[src/hw/rtl/wstf_pkg.sv]
// Package for the wave sample converter: widths, codes, register indexes and shared types.
`default_nettype none

package wstf_pkg;

   localparam int RAW_W       = 32;
   localparam int VALUE_W     = 48;
   localparam int FORMAT_W    = 2;
   localparam int BITS_W      = 6;
   localparam int CSR_INDEX_W = 8;
   localparam int CSR_DATA_W  = 8;

   // format_kind codes
   localparam logic [FORMAT_W-1:0] FMT_PCM   = 2'd0;
   localparam logic [FORMAT_W-1:0] FMT_FLOAT = 2'd1;

   // supported PCM widths
   localparam logic [BITS_W-1:0] PCM_BITS_8  = 6'd8;
   localparam logic [BITS_W-1:0] PCM_BITS_16 = 6'd16;
   localparam logic [BITS_W-1:0] PCM_BITS_24 = 6'd24;
   localparam logic [BITS_W-1:0] PCM_BITS_32 = 6'd32;

   // register indexes
   localparam logic [CSR_INDEX_W-1:0] CSR_FORMAT_KIND = 8'd0;
   localparam logic [CSR_INDEX_W-1:0] CSR_SAMPLE_BITS = 8'd1;

   localparam logic [FORMAT_W-1:0] FORMAT_KIND_RESET = FMT_PCM;
   localparam logic [BITS_W-1:0]   SAMPLE_BITS_RESET = PCM_BITS_16;

   // float exponent thresholds: shift = exponent - FLT_SHIFT_BIAS
   localparam logic [7:0] FLT_EXP_SPECIAL = 8'hFF;
   localparam logic [7:0] FLT_SHIFT_BIAS  = 8'd119;
   localparam logic [7:0] FLT_EXP_OVER    = 8'd143;
   localparam logic [6:0] FLT_RSH_ZERO    = 7'd24;

   localparam logic [VALUE_W-1:0] POS_LIMIT = 48'h7FFF_FFFF_FFFF;
   localparam logic [VALUE_W-1:0] NEG_LIMIT = 48'h8000_0000_0000;

   typedef struct packed {
      logic [FORMAT_W-1:0] format_kind;
      logic [BITS_W-1:0]   sample_bits;
   } cfg_type;

   typedef struct packed {
      logic signed [VALUE_W-1:0] sample_value;
      logic                      saturated;
      logic                      supported;
   } result_type;

endpackage

`default_nettype wire

[src/hw/rtl/wstf_convert.sv]
// Single-pass conversion of one raw sample to 48-bit fixed point.
`default_nettype none

module wstf_convert
   import wstf_pkg::*;
(
   input  cfg_type          cfg,
   input  logic [RAW_W-1:0] raw_sample,
   output result_type       result
);

   logic                 sign;
   logic [7:0]           expo;
   logic [22:0]          man;
   logic [23:0]          mant;
   logic [7:0]           expo_eff;
   logic [4:0]           lsh;
   logic [6:0]           rsh;
   logic                 over;
   logic [VALUE_W-1:0]   mag;
   logic                 clip;
   logic [VALUE_W-1:0]   flt_value;
   logic                 flt_sat;
   logic [VALUE_W-1:0]   pcm_value;
   logic                 pcm_ok;

   // float path
   always_comb begin
      sign     = raw_sample[31];
      expo     = raw_sample[30:23];
      man      = raw_sample[22:0];
      mant     = {(expo != 8'd0), man};
      expo_eff = (expo != 8'd0) ? expo : 8'd1;   // denormals use exponent one
      over     = expo_eff > FLT_EXP_OVER;
      lsh      = 5'(expo_eff - FLT_SHIFT_BIAS);
      rsh      = 7'(FLT_SHIFT_BIAS - expo_eff);
      mag      = '0;
      if (expo_eff >= FLT_SHIFT_BIAS) begin
         mag = {24'd0, mant} << lsh;
      end else if (rsh < FLT_RSH_ZERO) begin
         mag = {24'd0, mant >> rsh[4:0]};
      end

      // -2^47 itself is exact and not clipped
      if (sign) begin
         clip = over || (mag[VALUE_W-1] && (mag[VALUE_W-2:0] != '0));
      end else begin
         clip = over || mag[VALUE_W-1];
      end

      flt_sat   = 1'b0;
      flt_value = '0;
      if (expo == FLT_EXP_SPECIAL) begin
         if (man == 23'd0) begin
            flt_sat   = 1'b1;
            flt_value = sign ? NEG_LIMIT : POS_LIMIT;
         end
      end else if (clip) begin
         flt_sat   = 1'b1;
         flt_value = sign ? NEG_LIMIT : POS_LIMIT;
      end else begin
         flt_value = sign ? (~mag + 1'b1) : mag;
      end
   end

   // PCM path
   always_comb begin
      pcm_ok    = 1'b1;
      pcm_value = '0;
      unique case (cfg.sample_bits)
         PCM_BITS_8:  pcm_value = {{16{~raw_sample[7]}}, ~raw_sample[7], raw_sample[6:0], 24'd0};
         PCM_BITS_16: pcm_value = {{16{raw_sample[15]}}, raw_sample[15:0], 16'd0};
         PCM_BITS_24: pcm_value = {{16{raw_sample[23]}}, raw_sample[23:0], 8'd0};
         PCM_BITS_32: pcm_value = {{16{raw_sample[31]}}, raw_sample};
         default:     pcm_ok    = 1'b0;
      endcase
   end

   always_comb begin
      result = '0;
      unique case (cfg.format_kind)
         FMT_FLOAT: begin
            result.sample_value = flt_value;
            result.saturated    = flt_sat;
            result.supported    = 1'b1;
         end
         FMT_PCM: begin
            result.sample_value = pcm_ok ? pcm_value : '0;
            result.supported    = pcm_ok;
         end
         default: result = '0;
      endcase
   end

endmodule

`default_nettype wire

[config.mk]
export PLATFORM = sky130hd
export DESIGN_NAME = wstf_convert
export DESIGN_NICKNAME = d
export VERILOG_FILES = /design/src/hw/rtl/wstf_pkg.sv /design/src/hw/rtl/wstf_convert.sv
export SDC_FILE = /design/constraint.sdc
export NUM_CORES = 1
export LEC_CHECK = 0
export ABC_AREA = 1
export BUFFER_PORTS_ARGS = -buffer_cell sky130_fd_sc_hd__buf_2
export CORE_ASPECT_RATIO = 0.7
export CORE_UTILIZATION = 50
export DETAILED_ROUTE_END_ITERATION = 10
export MAX_ROUTING_LAYER = met4
export PLACE_DENSITY = 0.74
export SYNTH_ARGS = -nofsm -noshare
export SYNTH_HDL_FRONTEND = slang
export SYNTH_SLANG_ARGS = --single-unit
[constraint.sdc]
create_clock -name vclk -period 5.7
set_input_delay 1.425 -clock vclk [all_inputs]
set_output_delay 1.425 -clock vclk [all_outputs]
set_load 0.005 [all_outputs]
==> run metrics, run 1 <==
largest net degree at the start of global routing=64; Distinct cells, synth=48; Post-Syn Area=6610 µm²; Stopped at=global routing (5_1_grt); IO Port Bufs=90; Synth Instances=1,361; GRT overflow=177; Die Y=98.2 µm; Tot GR Track Use=88.8%; First Error=[ERROR GRT-0232] Routing congestion too high. Check the congestion heatmap in the GUI.; synthesis warning total=0; chip width=139 µm; outcome=aborted with a tool error; Rows=34; GRT worst endpoint=result[45]; Starting Density=52.3%; post-synthesis sequential area ratio=0%; hold-fix buffers at CTS=0; Synth Area per Inst=4.85 µm²; IO Pins=90; DP Wirelength=28,900 µm; Worst EP kind=output port; cell total after placement=1,877; Mapped Nets=1,404; GPL Wtd Cong=1.14
## logic make-up after synthesis
logic type      Yosys count  share of synthesized area (%)
xor+xnor                 21                           3.07
fa+ha+maj                 3                          0.568
simple gates           1003                           69.8
buf+inv                 190                           13.4
compound gates          144                           13.1
## metrics by stage
stage          hold slack [ns]  area [µm²]  worst slack, ns  utilization [%]
4_1_cts                   3.11       10500           -0.244             82.7
3_5_place_dp              3.11        9510           -0.452             75.3
3_3_place_gp              3.10        9510           -0.392             75.3
2_1_floorplan             2.88        6610           0.0161                -
## cell usage after synthesis (2+ instances only)
master	instances	share of area (%)
nand2_1	485	28
nand3_1	313	24
nor2_1	94	5.3
inv_1	89	5.1
o21ai_1	41	3.1
o21ai_0	28	2.1
a21oi_1	27	2.0
nand4_1	24	2.3
inv_2	23	1.3
nand3_2	23	3.5
clkbuf_1	22	1.3
buf_2	21	1.6
o22ai_1	18	1.7
nand2_2	15	1.4
xor2_1	15	2.0
buf_6	14	2.4
nor3_1	12	0.91
buf_1	10	0.57
nor2_2	9	0.85
a22oi_1	8	0.91
nor2_4	8	1.4
a221oi_1	6	0.80
buf_4	6	0.68
nand3b_1	5	0.57
xnor2_1	5	0.66
nand2_4	4	0.68
a21oi_4	3	0.74
clkinv_1	3	0.17
ha_1	3	0.57
nor4_1	3	0.28
o211ai_1	3	0.34
o21a_1	2	0.23
o21ai_2	2	0.27
o31ai_1	2	0.23
or2_2	2	0.19
## layer usage
layer | GRT usage, % | GRT overflow
met1 | 87.4 | 2
met2 | 102 | 110
met3 | 71.7 | 4
met4 | 93.1 | 61
met5 | - | -
## repair_timing
action                     in CTS
pin swaps                      31
cloned                          4
resized for setup             184
setup buffers                  24
setup endpoints to repair      49
==> run 2, diff against run 1 <==
CORE_ASPECT_RATIO = default   (was 0.7)
CORE_UTILIZATION = 35   (was 50)
MAX_ROUTING_LAYER = default   (was met4)
PLACE_DENSITY = default   (was 0.74)
PLACE_DENSITY_LB_ADDON = 0.15   (was default)
clock period = 7.4 ns   (was 5.7 ns; I/O delays follow)
==> run 2 against run 1 <==
The run now ends clean. Area after synthesis is the same. Synthesized cell count unchanged.
==> run metrics, run 2 <==
Switching Fraction=70.0%; internal power=0.230 mW; top cells by count, synth=nand2_1, nand3_1, nor2_1; outcome=finished clean; Mapped Nets=1,404 (unchanged); worst hold path cell count=3; HP Start=cfg[7]; FF/Latch Area=0 µm²; IO Pins=90 (unchanged); Clk pwr share=0%; Logic pwr share=100.0%; post-route setup TNS=0 ns; CP dominant cell by count=nand2_1; Synth area leaders=nand2_1, nand3_1, nor2_1; post-synthesis xor/xnor area fraction=3.07% (unchanged); Final nets=1,466; startpoint types=input port; commonest non-fill, non-tap cell in the layout=nand2_1; Hold Vio Cnt, Final=0; most frequent cells in the layout=nand2_1, nand3_1, nor2_1; VDD IR max=0.0000494 V; slowest stage cell, crit path=o21ai_1; Setup Viol. Count Final=0; vias in the first global route=8,819; Synth Instances=1,361 (unchanged); initial antenna violation count=0; Critical Path Fanout Max=19; post-synthesis sequential area ratio=0% (unchanged); Initial DRC Count=1,292; critical path class=input port to output port; critical-path cell list=buf_2 -> nand2_4 -> inv_4 -> nand2_4 -> nand2_4 -> xor2_4 -> inv_2 -> nor2_8 -> inv_2 -> o21ai_1 -> nor2_1 -> nand2_1 -> nor2_4 -> buf_4 -> nand2_1 -> nand2_1 -> xnor2_1 -> o21ai_1 -> nand2_1 -> o21ai_0 -> buf_2; crit path from=raw_sample[23]; Slew Limit Fails=0; first-pass GRT wire length=51,300 µm; Tot GR Track Use=33.8%; Sequential Power Share=0%; fin crit share=95.9%; largest family of logic cells by synthesized area=simple AND/OR/NAND/NOR gates; clock buffers=0; Rows=49 (+44%); Vias=9,788; Layout area overhead=10.8%; GRT overflow=0; synthesis warning total=0 (unchanged); Adder-Cell Fraction of Synth Area=0.568% (unchanged); router iterations before antenna repair=7; Die Y=139 µm (+42%); top-count cell post-synth=nand2_1; Filler Cell Count=2,194; Pwr Density=105 nW/µm²; Finished Cell Area=7320 µm²; largest net degree at the start of global routing=39; Die ar.=19,400 µm²; DP Wirelength=27,200 µm (-5.6%); min Tclk post-route=7.10 ns; Slew @ Worst Pin=0.803 ns; Arrival @ worst endpoint=5.25 ns; Avg WL per Cell=20.3 µm; area post-placement=7290 µm² (-23%); Starting Density=36.3% (-16 points); Distinct cells, synth=48 (unchanged); Yosys top cell area share=27.6% (unchanged); Slew Limit Headroom=46.5%; mux cell area share after synthesis=0% (unchanged); area of the multi-input gates=5760 µm²; Synth Area in Simple Gates=69.8% (unchanged); maxcap violations=0; vias per cell=5.93; top achievable clock speed=141 MHz; Leak=4.02 nW; crit path capture type=output port; post-route ant nets=0; # diodes=0; layout cells sized above 1=16.7%; num sequential=0; GPL Wtd Cong=0.995 (-13%); RSZ-0062 raised after global routing=no; DR DRC count=0; chip width=139 µm (unchanged); sw power=0.538 mW; Synth Area in Compound Gates=13.1% (unchanged); CP required=5.55 ns; IO Port Bufs=90 (unchanged); area leader, netlist=nand2_1; core area=18,200 µm²; Min-Delay Path Class=input port to output port; CP max stage delay=0.46 ns; Post-Syn Area=6610 µm² (unchanged); Synth Area per Inst=4.85 µm² (unchanged); final wirelength=33,500 µm
[run 2: stage by stage]
step	total power [mW]	hold slack [ns]	util, %	setup slack, ns	cells
2_1_floorplan	0.512	3.73	-	0.866	1361
3_3_place_gp	0.751	3.96	40.0	0.287	1650
3_5_place_dp	0.745	3.96	40.0	0.259	1650
4_1_cts	0.747	3.96	40.0	0.241	1650
5_1_grt	0.839	3.99	40.2	0.0102	1650
6_report	0.769	3.96	40.2	0.301	1650
[run 2: final cells by class]
type | count | share of cell area, %
inverter | 116 | 6.00
multi-input combinational | 1171 | 78.7
tap | 229 | 3.92
timing repair buffer | 134 | 11.4
[run 2: layer usage]
| metal | track usage [%] | part of all wire [%] | vias to the layer above |
|---|---|---|---|
| met2 | 52.7 | 43 | 615 |
| li1 | - | - | 4648 |
| met3 | 5.61 | 11 | 98 |
| met1 | 46.7 | 42 | 4427 |
| met4 | 11.6 | 4.1 | 0 |
| met5 | 0 | 0 | - |
[run 2: power by group through the flow]
stage               logic, mW  clock network (mW)  registers (mW)
detailed placement      0.745                   0               0
CTS                     0.747                   0               0
global placement        0.751                   0               0
floorplan               0.512                   0               0
finish                  0.769                   0               0
global route            0.839                   0               0
[run 2: worst max-delay path, delay by kind of cell]
family | cells | cell delay, ns
simple gates | 10 | 1.13
buf+inv | 6 | 1.01
compound gates | 3 | 0.66
xor+xnor | 2 | 0.57
[run 2: cell families (layout without fill, tap and decap cells)]
| kind of cell | count (synthesis) | count (layout) |
|---|---|---|
| XOR/XNOR | 21 | 21 |
| AO/OA/AOI/OAI | 144 | 144 |
| adder cells (fa/ha/maj) | 3 | 3 |
| buffers and inverters | 190 | 250 |
| AND/OR/NAND/NOR | 1003 | 1003 |
[run 2: final timing paths]
| kind | endpoint | slack (ns) |
|---|---|---|
| setup / recovery | result[26] | 0.30 |
| hold / removal | result[0] | 3.96 |
[run 2: what timing repair did]
action,in CTS,in global routing
hold endpoints to repair,0,0
endpoints found under the setup margin,0,39
buffers inserted,0,0
hold buffers,0,0
resized for setup,0,9
Power figures use the tool's default switching activity.
==> run 3, diff against run 2 <==
CORE_UTILIZATION = 25   (was 35)
==> run 3 against run 2 <==
First-iteration DRC count rose by 2.6%. Sequential cell count stayed put. Critical path depth rose by 4. Highest routed layer unchanged. Maximum frequency is 2.2% lower. Via count unchanged. Die area rose by 39%. Combinational power rose by 3.1%. Utilization shrank 11 points. Clock-buffer cell count is the same. Sequential share of layout area is the same. Worst setup slack worse by 0.16 ns.
==> run metrics, run 3 (synthesized netlist as in run 2, its figures left out) <==
Logic pwr share=100.0% (about the same); startpoint types=input port; Layout area overhead=15.7%; Final nets=1,485 (+1.3%); CP required=5.55 ns (about the same); min Tclk post-route=7.26 ns (+0.157 ns); Die ar.=27,100 µm² (+39%); commonest non-fill, non-tap cell in the layout=nand2_1; total power=0.793 mW (+3.2%); clock buffers=0 (unchanged); first-pass GRT wire length=54,100 µm (+5.3%); chip width=165 µm (+18%); Min-Delay Path Class=input port to output port; post-route ant nets=0 (unchanged); top achievable clock speed=138 MHz (-2.2%); FF/Latch Area=0 µm² (unchanged); routing usage on met3=2.69% (-2.9 points); final wirelength=36,100 µm (+7.6%); HP Start=cfg[7]; router iterations before antenna repair=5 (-2); Tot GR Track Use=26.4% (-7.4 points); Starting Density=25.4% (-11 points); IO Pins=90 (unchanged); GRT busiest layer=met2; Pwr Density=104 nW/µm² (-1.2%); Arrival @ worst endpoint=5.41 ns (+0.16 ns); GPL Wtd Cong=1.00 (+0.60%); Setup Viol. Count Final=0 (unchanged); Hold Vio Cnt, Final=0 (unchanged); vias in the first global route=8,993 (+2.0%); Vias=9,788 (unchanged); # diodes=0 (unchanged); core area=26,000 µm² (+43%); Slew Limit Fails=0 (unchanged); DP Wirelength=29,900 µm (+9.7%); Die Y=165 µm (+18%); num sequential=0 (unchanged); Filler Cell Count=3,145 (+43%); Avg WL per Cell=20.3 µm (about the same); Leak=4.12 nW (+2.6%); Clk pwr share=0% (unchanged); Rows=59 (+20%); crit path from=raw_sample[28]; outcome=finished clean; Sequential Power Share=0% (unchanged); layout cells sized above 1=18.3% (+1.5 points); DR DRC count=0 (unchanged); crit path capture type=output port; GRT overflow=0 (unchanged); fin crit share=98.0% (+2.1 points); maxcap violations=0 (unchanged); critical path class=input port to output port; Switching Fraction=68.8% (-1.3 points); met2 Usage GRT=43.3% (-9.4 points); largest net degree at the start of global routing=36 (-7.7%); Critical Path Fanout Max=11 (-8); Slew @ Worst Pin=1.15 ns (+0.350 ns); hold-fix buffers at CTS=0 (unchanged); Slew Limit Headroom=22.6% (-24 points); IO Port Bufs=90 (unchanged); Initial DRC Count=1,325 (+2.6%); Finished Cell Area=7640 µm² (+4.4%); initial antenna violation count=0 (unchanged); internal power=0.248 mW (+7.5%); area of the multi-input gates=5810 µm² (+0.76%); VDD IR max=0.0000365 V (-26%); RSZ-0062 raised after global routing=yes; vias per cell=5.51 (-7.0%); met1 Track Usage GR=35.8% (-11 points); sw power=0.545 mW (+1.3%); area post-placement=7520 µm² (+3.1%); most frequent cells in the layout=nand2_1, nand3_1, nor2_1, buf_2, inv_1
## run 3: cell count changes in the layout (fill, tap and decap cells not counted), moves of 2 or more
cell,previous run,this run
buf_4,40,59
nand2_1,484,482
o21ai_1,44,41
nor2_1,92,90
nor2_4,8,10
o21ai_0,25,27
## run 3: worst max-delay path, stage by stage
cell and delay [ns]:
buf_2 0.13, inv_1 0.14, nand2_1 0.16, o21ai_4 0.25
nand2_1 0.14, inv_2 0.24, buf_4 0.22, nand2_1 0.07
nand3_1 0.14, nand3_1 0.16, nand3_1 0.13, nand2_1 0.14
inv_2 0.09, nand2_1 0.08, nor2_2 0.12, nand2_1 0.10
nor2_4 0.13, nand4_4 0.13, nand2_1 0.12, nand2_4 0.11
buf_4 0.18, o21ai_0 0.15, nand2_1 0.08, o21ai_0 0.17
buf_2 0.18
## run 3: through the flow
step | cells | utilization [%] | setup TNS, ns | hold WS, ns | setup WS [ns]
after floorplan | 1361 | - | 0 | 3.73 | 0.866
after global placement | 1772 | 28.9 | 0 | 3.96 | 0.0800
after detailed placement | 1772 | 28.9 | 0 | 3.97 | 0.0782
after CTS | 1772 | 28.9 | 0 | 3.97 | 0.0720
after global routing | 1775 | 29.4 | -0.153 | 3.98 | -0.0426
final | 1775 | 29.4 | 0 | 3.97 | 0.144
## run 3: worst paths after layout
kind        end  slack, ns  cells past startpoint
max   result[4]       0.14                     25
min   result[0]       3.97                      3
## run 3: layout make-up
type | count | area share [%]
Multi-Input combinational cell | 1171 | 76.0
Inverter | 116 | 5.73
Tap cell | 335 | 5.49
Timing Repair Buffer | 153 | 12.8
## run 3: power groups by stage
stage | clock network, mW | registers (mW) | logic (mW)
after floorplan | 0 | 0 | 0.512
after global routing | 0 | 0 | 0.867
after detailed placement | 0 | 0 | 0.767
after global placement | 0 | 0 | 0.775
after CTS | 0 | 0 | 0.770
final | 0 | 0 | 0.793
## run 3: metal layers
layer | share of wire (%) | up-vias
met5 | 0 | -
li1 | - | 4681
met2 | 45 | 513
met3 | 8.3 | 93
met4 | 3.8 | 0
met1 | 43 | 4501
## run 3: what timing repair did
item | CTS | global route
setup buffers | 0 | 2
setup endpoints to repair | 0 | 48
resized for setup | 0 | 16
==> run 4, diff against run 3 <==
CORE_UTILIZATION = 40   (was 25)
==> run 4 against run 3 <==
Combinational power about the same. Clock-buffer cell count unchanged. Worst setup slack improved by 0.081 ns. Maximum frequency increased by 1.1%. Power decreased by 0.27%. Final area decreased by 0.34%. Utilization increased by 18 points. Sequential share of layout area unchanged. Via count increased by 1.6%. Critical path depth decreased by 3.
==> run metrics, run 4 (synthesized netlist as in run 2, its figures left out) <==
startpoint types=input port; most frequent cells in the layout=nand2_1, nand3_1, nor2_1; RSZ-0062 raised after global routing=no; family with the most delay on the worst path=simple AND/OR/NAND/NOR gates; critical path class=input port to output port; Initial DRC Count=1,326 (+0.075%); largest net degree at the start of global routing=36 (unchanged); fin crit share=97.0% (-1.1 points); FF/Latch Area=0 µm² (unchanged); Layout area overhead=15.3%; CP required=5.55 ns (about the same); outcome=finished clean; Die Y=131 µm (-21%); chip width=131 µm (-21%); vias per cell=5.92 (+7.4%); final wirelength=34,600 µm (-4.0%); GRT overflow=0 (unchanged); Slew Limit Headroom=47.0% (+24 points); Pwr Density=104 nW/µm² (about the same); min Tclk post-route=7.17 ns (-0.0812 ns); vias in the first global route=8,603 (-4.3%); slowest stage cell, crit path=o21ai_1; Slew @ Worst Pin=0.793 ns (-0.359 ns); top achievable clock speed=139 MHz (+1.1%); clock buffers=0 (unchanged); critical-path cell list=buf_2 -> nor2_1 -> nand2_2 -> o21ai_2 -> nand2_2 -> buf_4 -> nand3_1 -> nand3_1 -> nand3_1 -> nand3_1 -> nand2_1 -> nand2_1 -> nor2_2 -> nand2_1 -> nor2_4 -> nand4_4 -> nand2_1 -> nand2_4 -> o21ai_1 -> nand2_1 -> o21ai_0 -> buf_2; IO Pins=90 (unchanged); Starting Density=41.3% (+16 points); CP max stage delay=0.30 ns (+0.05 ns); first-pass GRT wire length=51,200 µm (-5.3%); total power=0.791 mW (-0.27%); Hold WS=3.96 ns (-0.00471 ns); VDD IR max=0.0000492 V (+35%); Tot GR Track Use=40.2% (+14 points); router iterations before antenna repair=6 (+1); Rows=46 (-22%); core area=16,000 µm² (-38%); Avg WL per Cell=20.6 µm (+1.5%); Hold Vio Cnt, Final=0 (unchanged); commonest non-fill, non-tap cell in the layout=nand2_1; Leak=4.22 nW (+2.4%); DR DRC count=0 (unchanged); # diodes=0 (unchanged); Critical Path Fanout Max=18 (+7); CP dominant cell by count=nand2_1; Slew Limit Fails=0 (unchanged); post-route ant nets=0 (unchanged); DP Wirelength=28,200 µm (-5.7%); HP Start=cfg[7]; maxcap violations=0 (unchanged); Vias=9,944 (+1.6%); GPL Wtd Cong=1.06 (+5.7%); hold-fix buffers at CTS=0 (unchanged); Min-Delay Path Class=input port to output port; WP buf/inv=3 (-4); Die ar.=17,000 µm² (-37%); initial antenna violation count=0 (unchanged); num sequential=0 (unchanged); Arrival @ worst endpoint=5.32 ns (-0.09 ns); worst hold path cell count=3 (unchanged); IO Port Bufs=90 (unchanged); Setup Viol. Count Final=0 (unchanged); hold endpoint=result[0]; Final nets=1,508 (+1.5%); crit path capture type=output port; layout cells sized above 1=19.1% (+0.81 points)
## run 4: cell count changes in the layout (fill, tap and decap cells not counted), moves of 2 or more
| cell | delta |
|---|---|
| buf_4 | +21 |
| nor2_2 | -2 |
| nand3_2 | -2 |
| nor2_1 | +2 |
| nand2_2 | -2 |
| o21ai_1 | +4 |
| o21ai_0 | -3 |
| nand3_1 | +2 |
| buf_6 | +2 |
| nand2_1 | +2 |
## run 4: power by group
part / switching [mW] / internal (mW)
registers: 0 / 0
logic: 0.543 / 0.248
clock network: 0 / 0
## run 4: cell type report
type | count | area (µm²)
Multi-Input combinational cell | 1171 | 5760
Fill cell | 1959 | 8390
Timing Repair Buffer | 175 | 1130
Inverter | 116 | 443
Timing Repair inverter | 1 | 5.00
Tap cell | 216 | 270
## run 4: metal layers
metal  wire length, µm  GRT usage (%)  vias up
li1                  -              -     4741
met1             14500           55.6     4463
met2             14700           61.7      623
met3              3450           5.25      117
met4              1990           18.5        0
met5                 0              0        -
## run 4: worst max-delay path by stage
stage / from / to / slack, ns / cells past startpoint
after floorplan: raw_sample[26] / result[34] / 0.87 / 24
after global placement: raw_sample[30] / result[17] / -0.007 / 23
after detailed placement: raw_sample[30] / result[17] / 0.02 / 23
after CTS: raw_sample[30] / result[17] / 0.02 / 23
after global routing: raw_sample[27] / result[21] / 0.01 / 27
final: raw_sample[30] / result[17] / 0.23 / 22
## run 4: what timing repair did
action                                  4_1_cts  5_1_grt
endpoints found under the hold margin         0        0
endpoints found under the setup margin        0       48
setup buffers                                 0        9
gates resized for setup                       0       16
## run 4: through the flow
step | util [%] | cell area (µm²) | std cells | setup slack (ns) | setup TNS, ns
3_3_place_gp | 46.9 | 7500 | 1669 | -0.00737 | -0.00737
2_1_floorplan | - | 6610 | 1361 | 0.866 | 0
4_1_cts | 46.9 | 7500 | 1669 | 0.0244 | 0
5_1_grt | 47.6 | 7610 | 1679 | 0.0135 | 0
6_report | 47.6 | 7610 | 1679 | 0.226 | 0
3_5_place_dp | 46.9 | 7500 | 1669 | 0.0155 | 0
